--- src/hdl/drts_pkg.sv ---
// Shared types and constants for the dual rumble tone synthesizer.
// Used by the controller, the datapath, the tone lanes, the top level and the checker.
// No dependencies.
`timescale 1ns / 1ps
`default_nettype none

package drts_pkg;

  // Defaults for the top-level parameters.
  localparam int unsigned PHASE_BITS_DEF      = 32;
  localparam int unsigned SINE_INDEX_BITS_DEF = 10;
  localparam int unsigned LEVEL_BITS_DEF      = 16;

  // Fixed widths of the stream fields and the period register.
  localparam int unsigned SAMPLE_W = 16;
  localparam int unsigned PERIOD_W = 32;
  localparam int unsigned ITEM_W   = 2 * SAMPLE_W;

  localparam logic [PERIOD_W-1:0] PERIOD_RESET = 32'd89478;

  // Tone frequencies in Hz and the level ramp rate in 1/s.
  localparam logic [7:0] LOW_HZ    = 8'd60;
  localparam logic [7:0] HIGH_HZ   = 8'd180;
  localparam logic [7:0] RAMP_RATE = 8'd250;

  // Smoothing coefficient is Q0.32 with 1.0 included, so 33 bits.
  localparam int unsigned COEF_W = 33;

  // Quarter-wave polynomial values are unsigned Q1.30 and fit in 31 bits.
  localparam int unsigned POLY_W = 31;
  localparam logic [POLY_W-1:0] ONE_Q30 = 31'h4000_0000;
  localparam logic [POLY_W-1:0] SC1 = 31'd1686629713;
  localparam logic [POLY_W-1:0] SC3 = 31'd693598668;
  localparam logic [POLY_W-1:0] SC5 = 31'd85569306;
  localparam logic [POLY_W-1:0] SC7 = 31'd5026995;
  localparam logic [POLY_W-1:0] SC9 = 31'd172273;

  // Largest output magnitude.
  localparam logic [16:0] MAG_MAX = 17'd32767;

  // One datapath step per code.
  typedef enum logic [3:0] {
    OP_NONE,
    OP_LEVEL,
    OP_SQUARE,
    OP_P9,
    OP_P7,
    OP_P5,
    OP_P3,
    OP_P1,
    OP_SCALE,
    OP_FINISH
  } drts_op_e;

  typedef struct packed {
    logic     take_item;
    drts_op_e op;
  } drts_cmd_t;

endpackage

`default_nettype wire

--- src/hdl/drts_ctrl.sv ---
// Controller: sequences the multiply steps of one item and owns the
// stream handshakes and the output valid flag.
// Depends on drts_pkg.
`timescale 1ns / 1ps
`default_nettype none

module drts_ctrl (
  input  wire logic                clk_i,
  input  wire logic                rst_ni,
  input  wire logic                s_valid_i,
  output logic                     s_ready_o,
  output logic                     m_valid_o,
  input  wire logic                m_ready_i,
  output drts_pkg::drts_cmd_t      cmd_o
);
  import drts_pkg::*;

  typedef enum logic [9:0] {
    ST_IDLE   = 10'b00_0000_0001,
    ST_LEVEL  = 10'b00_0000_0010,
    ST_SQUARE = 10'b00_0000_0100,
    ST_P9     = 10'b00_0000_1000,
    ST_P7     = 10'b00_0001_0000,
    ST_P5     = 10'b00_0010_0000,
    ST_P3     = 10'b00_0100_0000,
    ST_P1     = 10'b00_1000_0000,
    ST_SCALE  = 10'b01_0000_0000,
    ST_FINISH = 10'b10_0000_0000
  } drts_state_e;

  drts_state_e state_q, state_d;
  logic        out_valid_q, out_valid_d;
  logic        out_free;
  logic        take;

  assign out_free  = !out_valid_q || m_ready_i;
  // A new item may enter while the finished one moves to the output register.
  assign s_ready_o = (state_q == ST_IDLE) || ((state_q == ST_FINISH) && out_free);
  assign take      = s_valid_i && s_ready_o;

  always_comb begin
    state_d         = state_q;
    cmd_o.take_item = take;
    cmd_o.op        = OP_NONE;
    case (state_q)
      ST_IDLE: begin
        if (take) begin
          state_d = ST_LEVEL;
        end
      end
      ST_LEVEL: begin
        cmd_o.op = OP_LEVEL;
        state_d  = ST_SQUARE;
      end
      ST_SQUARE: begin
        cmd_o.op = OP_SQUARE;
        state_d  = ST_P9;
      end
      ST_P9: begin
        cmd_o.op = OP_P9;
        state_d  = ST_P7;
      end
      ST_P7: begin
        cmd_o.op = OP_P7;
        state_d  = ST_P5;
      end
      ST_P5: begin
        cmd_o.op = OP_P5;
        state_d  = ST_P3;
      end
      ST_P3: begin
        cmd_o.op = OP_P3;
        state_d  = ST_P1;
      end
      ST_P1: begin
        cmd_o.op = OP_P1;
        state_d  = ST_SCALE;
      end
      ST_SCALE: begin
        cmd_o.op = OP_SCALE;
        state_d  = ST_FINISH;
      end
      ST_FINISH: begin
        if (out_free) begin
          cmd_o.op = OP_FINISH;
          state_d  = take ? ST_LEVEL : ST_IDLE;
        end
      end
      default: begin
        state_d = ST_IDLE;
      end
    endcase
  end

  always_comb begin
    if (cmd_o.op == OP_FINISH) begin
      out_valid_d = 1'b1;
    end else if (m_ready_i) begin
      out_valid_d = 1'b0;
    end else begin
      out_valid_d = out_valid_q;
    end
  end

  always_ff @(posedge clk_i or negedge rst_ni) begin
    if (!rst_ni) begin
      state_q     <= ST_IDLE;
      out_valid_q <= 1'b0;
    end else begin
      state_q     <= state_d;
      out_valid_q <= out_valid_d;
    end
  end

  assign m_valid_o = out_valid_q;

endmodule

`default_nettype wire

--- config.mk ---
export PLATFORM = sky130hd
export DESIGN_NAME = drts_ctrl
export DESIGN_NICKNAME = d
export VERILOG_FILES = /design/src/hdl/drts_pkg.sv /design/src/hdl/drts_ctrl.sv
export SDC_FILE = /design/constraint.sdc
export NUM_CORES = 1
export LEC_CHECK = 0
export ABC_CLOCK_PERIOD_IN_PS = 2300
export BUFFER_PORTS_ARGS = -buffer_cell sky130_fd_sc_hd__buf_2
export CAP_MARGIN = 10
export CORE_MARGIN = 2
export CORE_UTILIZATION = 43
export CTS_CLUSTER_SIZE = 30
export DETAILED_ROUTE_END_ITERATION = 6
export PLACE_DENSITY = 0.73
export RECOVER_POWER = 50
export REMOVE_ABC_BUFFERS = 1
export SYNTH_ARGS = -nofsm -noshare
export SYNTH_HDL_FRONTEND = slang
export SYNTH_SLANG_ARGS = --single-unit
--- constraint.sdc ---
create_clock -name clk_i -period 2.3 [get_ports clk_i]
set_input_delay 0.575 -clock clk_i [delete_from_list [all_inputs] [get_ports clk_i]]
set_output_delay 0.575 -clock clk_i [all_outputs]
set_load 0.02 [all_outputs]
# --- After elaboration in Yosys (flattened, before gate mapping) ---
# Index checks and enable logic that the tools add are counted.
totals:
  regBits: 11
  in_bits: 4
  output_inout_bits: 7
op_classes:
  eq_ne: 13
  muxes: 8
  n_reduce_logical: 7
op_table:
  columns: ["op", "n"]
  rows:
  - ["$pmux W10 S10", 1]
  - ["$pmux W4 S9", 1]
  - ["$mux W10", 2]
  - ["$eq A10 B1 Y1 const B", 1]
  - ["$eq A10 B10 Y1 const B", 1]
  - ["$eq A10 B2 Y1 const B", 1]
  - ["$eq A10 B3 Y1 const B", 1]
  - ["$eq A10 B4 Y1 const B", 1]
  - ["$eq A10 B5 Y1 const B", 1]
  - ["$eq A10 B6 Y1 const B", 1]
  - ["$eq A10 B7 Y1 const B", 1]
  - ["$eq A10 B8 Y1 const B", 1]
  - ["$eq A10 B9 Y1 const B", 1]
  - ["$eq A4 B4 Y1 const B", 1]
  - ["$mux W4", 1]
  - ["$ne A2 B2 Y1 const B", 2]
  - ["$logic_and A1 B1 Y1", 2]
  - ["$logic_or A1 B1 Y1", 2]
  - ["$mux W1", 2]
  - ["$mux W2", 1]
  - ["$reduce_and A2 Y1", 1]
  - ["$reduce_bool A2 Y1", 1]
  - ["$logic_not A1 Y1", 1]

# --- Depth between registers and ports, before layout ---
# Gate-level depths: netlist of the first run.
depth:
  depth_word: 8
  mapped_depth: 6
  ltp_nobuf: 5

# --- Worst setup path before layout of the first run ---
# OpenSTA, ideal clock, no wires.
synth_path:
  path_type: "reg2out"
  startpoint: "register state_q[5]"
  endpoint: "output cmd_o[4] in the netlist's numbering"
  arrival_time_ps: 2138
  path_stages_with_launch: 6
  path_slack_ps: -413
  path_buffers: 1
  cell_sequence: "dfrtp_1 > or4_4 > or4_4 > a21oi_1 > and2_1 > buf_4"
synth_between:
  elab_chain_cells: 4
synth_rtl:
  columns: ["element", "line_no", "rtl"]
  rows:
  - ["from (decl)", "drts_ctrl.sv:31", "drts_state_e state_q, state_d;"]
  - ["from (signal assigned)", "drts_ctrl.sv:110", "state_q <= state_d;"]
  - ["$eq A10 B10 Y1", "drts_ctrl.sv:38", "assign s_ready_o = (state_q == ST_IDLE) || ((state_q == ST_FINISH) && out_free);"]
  - ["$logic_and A1 B1 Y1", "drts_ctrl.sv:38", null]
  - ["$logic_or A1 B1 Y1 (*)", "drts_ctrl.sv:38", null]
  - ["via s_ready_o", "drts_ctrl.sv:11", "output logic s_ready_o,"]
  - ["$logic_and A1 B1 Y1 (*)", "drts_ctrl.sv:39", "assign take = s_valid_i && s_ready_o;"]
  - ["to (decl)", "drts_ctrl.sv:14", "output drts_pkg::drts_cmd_t cmd_o"]
# Mark *: on every way through the listed nets, which the timed path passes. The rest lies on a longest branch.

==> impl_metrics.ini, run 1 <==
[worst_hold_path]
hold_path_class = input pin to async pin

[timing]
max_freq_ghz = 0.380
hold_viol_final = 0
slew_headroom_pct = 59.6
skew_ns = 0.00887
tightest_slew_ns = 0.606
finalSetupViolations = 5
timing.final.ws_setup_ns = -0.331
drv_slew = 0
rsz0062_at_grt = yes
period_needed_ns = 2.63
timing.final.crit_share_pct = 114

[global_route]
top_usage_layer = met2
grt_pass1_wl_um = 2700
globalRouteMet3Util_pct = 3.75
grt_usage_pct = 19.5
antenna_found_initial = 0
grt_pass1_vias = 604
overflow = 0
grt_util_met1_pct = 24.9
use_met2_pct = 30.9
grt_max_degree = 12

[drt]
via_per_inst = 5.36
first_iter_violations = 15
wl_per_cell_um = 13.6
route.detailed.drc = 0
drtPass1Iterations = 4
num_vias = 649
routed_wl_um = 1640
antenna_left = 0

[logic_synthesis]
synth_top_area_cell = dfrtp_1
syn_area_sq_um = 682
avgSynthCellArea_sq_um = 8.97
synth.distinct_cells = 29
synth.area.top_cells = dfrtp_1, nand2b_1, xnor2_1, nor3_1, nor3b_1
yosys_warnings = 0
ys_seq_area_share_pct = 40.6
syn_inst = 76
ys_ff_latch = 11
synth.top_cell.area_share_pct = 36.7

[layout]
multi_input_area_sq_um = 415
diodes = 0
final_cells = 121
final_area_sq_um = 962
n_fill_cell = 114
fin_nets = 110
layout-drive-gt1-share_pct = 42.9
syn_to_final_growth_pct = 41.1
regArea_sq_um = 277

[power_and_ir_drop]
power_density_mw_per_mm2 = 1060
leakagePower_nw = 0.450
p_total_mw = 1.02
peakVddDrop_mv = 0.558

[clock_network]
ctsHoldBuffers = 0
clock-sinks = 11
cts_buffer_depth = 2
cts_buffers = 3
clkLatencyLatePin_ns = 0.27
htree_num_levels = 1
cts_tree = yes
clk_pin_slew_ns = 0.08
cts_root_buf = clkbuf_4

[place]
hpwl_um = 1180
placed_area_sq_um = 865
port_buffers = 10
dp_cells = 116
place_congestion = 0.763

[critical_path]
cp.required_ns = 1.73
crit_path_start_kind = flip-flop
worstPathMaxFanout = 3
crit_type = flip-flop to primary output
end_kind = primary output
r2r_slack_ns = 0.04
crit_arrival_ns = 2.06

[floorplan]
row_count = 14
dieArea_sq_mm = 0.00192
core-area_sq_mm = 0.00149
fp.dieW_um = 43.8
die_h_um = 43.8
ios = 11
start_util_pct = 45.8

[run_status]
violations = negative setup slack
status = finished, violations left

[job]
maxCapViolations = 0
-- cells in the mapped netlist, drive strengths merged --
cell type  instances
or2                1
and3               1
xnor2              4
or3                3
nor3               6
nor4b              2
and2               2
o21a               1
nand2              4
o22ai              1
nor2               7
o32a               1
a21oi              5
nand3b             1
dfrtp             10
nand3              1
a41oi              1
nor3b              4
o41ai              1
clkbuf             3
buf                2
or4                2
inv                2
nor2b              1
o21ai              3
nand2b             6
dfstp              1
-- stage by stage --
| step | utilization [%] | hold WS, ns | worst slack (ns) | setup TNS (ns) |
|---|---|---|---|---|
| 6_report | 64.6 | 0.279 | -0.331 | -1.13 |
| 5_1_grt | 64.6 | 0.357 | -0.401 | -1.58 |
| 4_1_cts | 63.9 | 0.173 | -0.316 | -1.08 |
| 3_5_place_dp | 58.1 | 0.464 | -0.0740 | -0.134 |
| 3_3_place_gp | 58.1 | 0.460 | -0.105 | -0.222 |
| 2_1_floorplan | - | 0.279 | -0.401 | -0.810 |
-- worst paths after layout --
kind | depth (start not counted) | from | end
worst max-delay path | 5 | state_q[4] | cmd_o[4]
min in group clk_i | 2 | state_q[3] | state_q[3]
max in group asynchronous | 1 | rst_ni | state_q[2]
worst min register to register | 2 | state_q[3] | state_q[3]
worst max register to register | 6 | state_q[4] | state_q[0]
worst min-delay path | 1 | rst_ni | state_q[9]
-- flip-flops by register name (all words and copies together), names as in the netlist --
signal / cells
m_valid_o: 1
state_q: 10
-- cell families (layout without fill, tap and decap cells) --
family,Yosys count,after routing,synth area share (%)
AO/OA/AOI/OAI,13,13,13.0
flip-flops,11,11,40.6
AND/OR/NAND/NOR,41,41,35.8
XOR/XNOR,4,4,5.14
buffers and inverters,7,36,5.51
-- metal layers --
layer | vias up | part of all wire (%)
li1 | 327 | -
met1 | 314 | 46
met2 | 6 | 51
met3 | 2 | 2.1
met4 | 0 | 0.98
met5 | - | 0
-- critical path: stages, from the launching register on --
cell	delay, ns
dfrtp_1	0.39
or4_4	0.53
or4_4	0.45
a21oi_4	0.15
and2_4	0.16
buf_6	0.11
-- power breakdown --
part	switching (mW)	internal, mW	total (mW)
Sequential	0.0402	0.227	0.268
Combinational	0.280	0.341	0.621
Clock	0.0657	0.0671	0.133
-- layout make-up --
| cell class | instances | share of cell area [%] |
|---|---|---|
| Tap cell | 16 | 2.08 |
| Timing Repair Buffer | 30 | 22.5 |
| Inverter | 2 | 0.780 |
| Multi-Input combinational cell | 58 | 43.2 |
| Sequential cell | 11 | 28.7 |
| Clock buffer | 4 | 2.73 |
-- placed cells by master, fill, tap and decap left out, drive strengths merged --
| cell type | count |
|---|---|
| nand2b | 6 |
| nor3b | 4 |
| nor2 | 7 |
| nand2 | 4 |
| clkbuf | 5 |
| or3 | 3 |
| inv | 2 |
| nor2b | 1 |
| dfstp | 1 |
| o32a | 1 |
| a41oi | 1 |
| o21ai | 3 |
| a21oi | 5 |
| dfrtp | 10 |
| nor4b | 2 |
| o41ai | 1 |
| xnor2 | 4 |
| nor3 | 6 |
| nand3 | 1 |
| and2 | 2 |
| or4 | 2 |
| nand3b | 1 |
| o21a | 1 |
| or2 | 1 |
| and3 | 1 |
| o22ai | 1 |
| buf | 29 |
-- what timing repair did --
| item | 4_1_cts | 5_1_grt |
|---|---|---|
| gates resized for setup | 13 | 3 |
| cloned | 0 | 0 |
| endpoints found under the setup margin | 5 | 6 |
| pin swaps | 5 | 0 |
| buffers inserted | 1 | 0 |
Power figures use the tool's default switching activity.
==> run 2: changes to the inputs <==
Settings changed: PLACE_DENSITY 0.73 to default, PLACE_DENSITY_LB_ADDON from default to 0.08.
==> run 2 against run 1 <==
Against the previous run: the flow still finishes with violations (negative setup slack); largest cell class unchanged; hold slack gained 0.024 ns; total power grew 4.2%; sequential share of layout area shrank 1.9 points.
==> impl_metrics.ini, run 2 (synthesized netlist as in run 1, its figures left out) <==
[run_status]
status = finished, violations left
violations = negative setup slack

[layout]
top_register = state_q
syn_to_final_growth_pct = 50.8
final_area_sq_mm = 0.00103
diodes = 0
fin_nets = 113
n_fill_cell = 131
final_cell_mix = buf_4, dfrtp_1, nor2_1, nand2b_1
postLayoutCoreUtil_pct = 69.1
largest_reg_flops = 10
final_common_cell = buf_4
layout-drive-gt1-share_pct = 49.1

[clock_network]
cts_buffers = 3
clkLatencyLatePin_ns = 0.27
clk_pin_slew_ns = 0.07
cts_buffer_depth = 2
cts_tree = yes
cts_root_buf = clkbuf_4
htree_num_levels = 1
clock-sinks = 11
ctsHoldBuffers = 0

[critical_path]
end_kind = primary output
rr_worst_depth = 6
critPathLaunch = state_q[4]
crit_arrival_ns = 2.05
cp.required_ns = 1.73
r2r_slack_ns = 0.04
crit_path_start_kind = flip-flop
reg2reg_from = state_q[4]
worstPathMaxFanout = 3
crit_type = flip-flop to primary output
worstReg2RegEnd = state_q[0]

[drt]
drtPass1Iterations = 4
wl_per_cell_um = 13.7
route.detailed.drc = 0
first_iter_violations = 14
via_per_inst = 5.27
antenna_left = 0
routed_wl_um = 1700
num_vias = 653

[job]
maxCapViolations = 0

[floorplan]
ios = 11
core-area_sq_mm = 0.00149
dieArea_sq_mm = 0.00192
row_count = 14
fp.dieW_um = 43.8
start_util_pct = 45.8
die_h_um = 43.8

[global_route]
use_met2_pct = 30.6
globalRouteMet3Util_pct = 5.00
grt_max_degree = 12
antenna_found_initial = 0
grt_util_met1_pct = 27.9
top_usage_layer = met2
grt_usage_pct = 20.5
overflow = 0
grt_pass1_vias = 647
grt_pass1_wl_um = 2800

[place]
hpwl_um = 1160
place_congestion = 0.734
post-place-ws_ns = -0.100
placed_area_sq_um = 865
port_buffers = 10

[timing]
hold_viol_final = 0
timing.final.ws_setup_ns = -0.329
skew_ns = 0.00320
max_freq_ghz = 0.380
slew_headroom_pct = 55.9
period_needed_ns = 2.63
rsz0062_at_grt = yes
timing.final.crit_share_pct = 114
holdWs_ns = 0.303
tightest_slew_ns = 0.662
drv_slew = 0
finalSetupViolations = 5

[power_and_ir_drop]
power_density_mw_per_mm2 = 1030
peakVddDrop_mv = 0.561
leakagePower_nw = 0.472

[worst_hold_path]
hold_path_class = input pin to async pin
run 2: area by class of cell:
type	instances	area (sq um)	share of cell area, %
Tap cell	16	20.0	1.95
Timing Repair Buffer	33	250	24.3
Inverter	2	7.51	0.730
Clock buffer	4	26.3	2.55
Sequential cell	11	277	26.9
Multi-Input combinational cell	58	448	43.6
run 2: power breakdown:
part	switching, mW	internal (mW)	leakage, nW
Clock	0.0683	0.0672	0.0150
Sequential	0.0408	0.227	0.149
Combinational	0.283	0.378	0.308
Total	0.392	0.673	0.472
run 2: worst max-delay path, cell delays in order (launching register included):
cell and delay (ns):
dfrtp_1 0.39, or4_4 0.55, or4_4 0.44, a21oi_2 0.14, and2_4 0.16, buf_6 0.11
run 2: repair_timing:
item	4_1_cts	5_1_grt
gates resized for setup	14	11
pin swaps	7	6
buffers inserted	4	0
setup endpoints to repair	5	7
gates cloned	0	0
run 2: layer usage:
metal	vias up	wire length, um
met4	0	19
met2	7	813
met1	311	821
li1	333	-
met5	-	0
met3	2	44
run 2: worst max path at each step:
stage / slack, ns / depth (start not counted) / to
after floorplan: -0.40 / 4 / cmd_o[4]
after global placement: -0.14 / 6 / cmd_o[0]
after detailed placement: -0.10 / 6 / cmd_o[0]
after CTS: -0.32 / 5 / cmd_o[4]
after global routing: -0.40 / 5 / cmd_o[4]
final: -0.33 / 5 / cmd_o[4]
run 2: per-stage QoR:
stage,instances,power (mW),TNS (ns)
4_1_cts,124,1.02,-1.17
6_report,124,1.06,-1.19
3_3_place_gp,116,0.761,-0.225
3_5_place_dp,116,0.763,-0.237
2_1_floorplan,71,0.537,-0.810
5_1_grt,124,1.14,-1.69
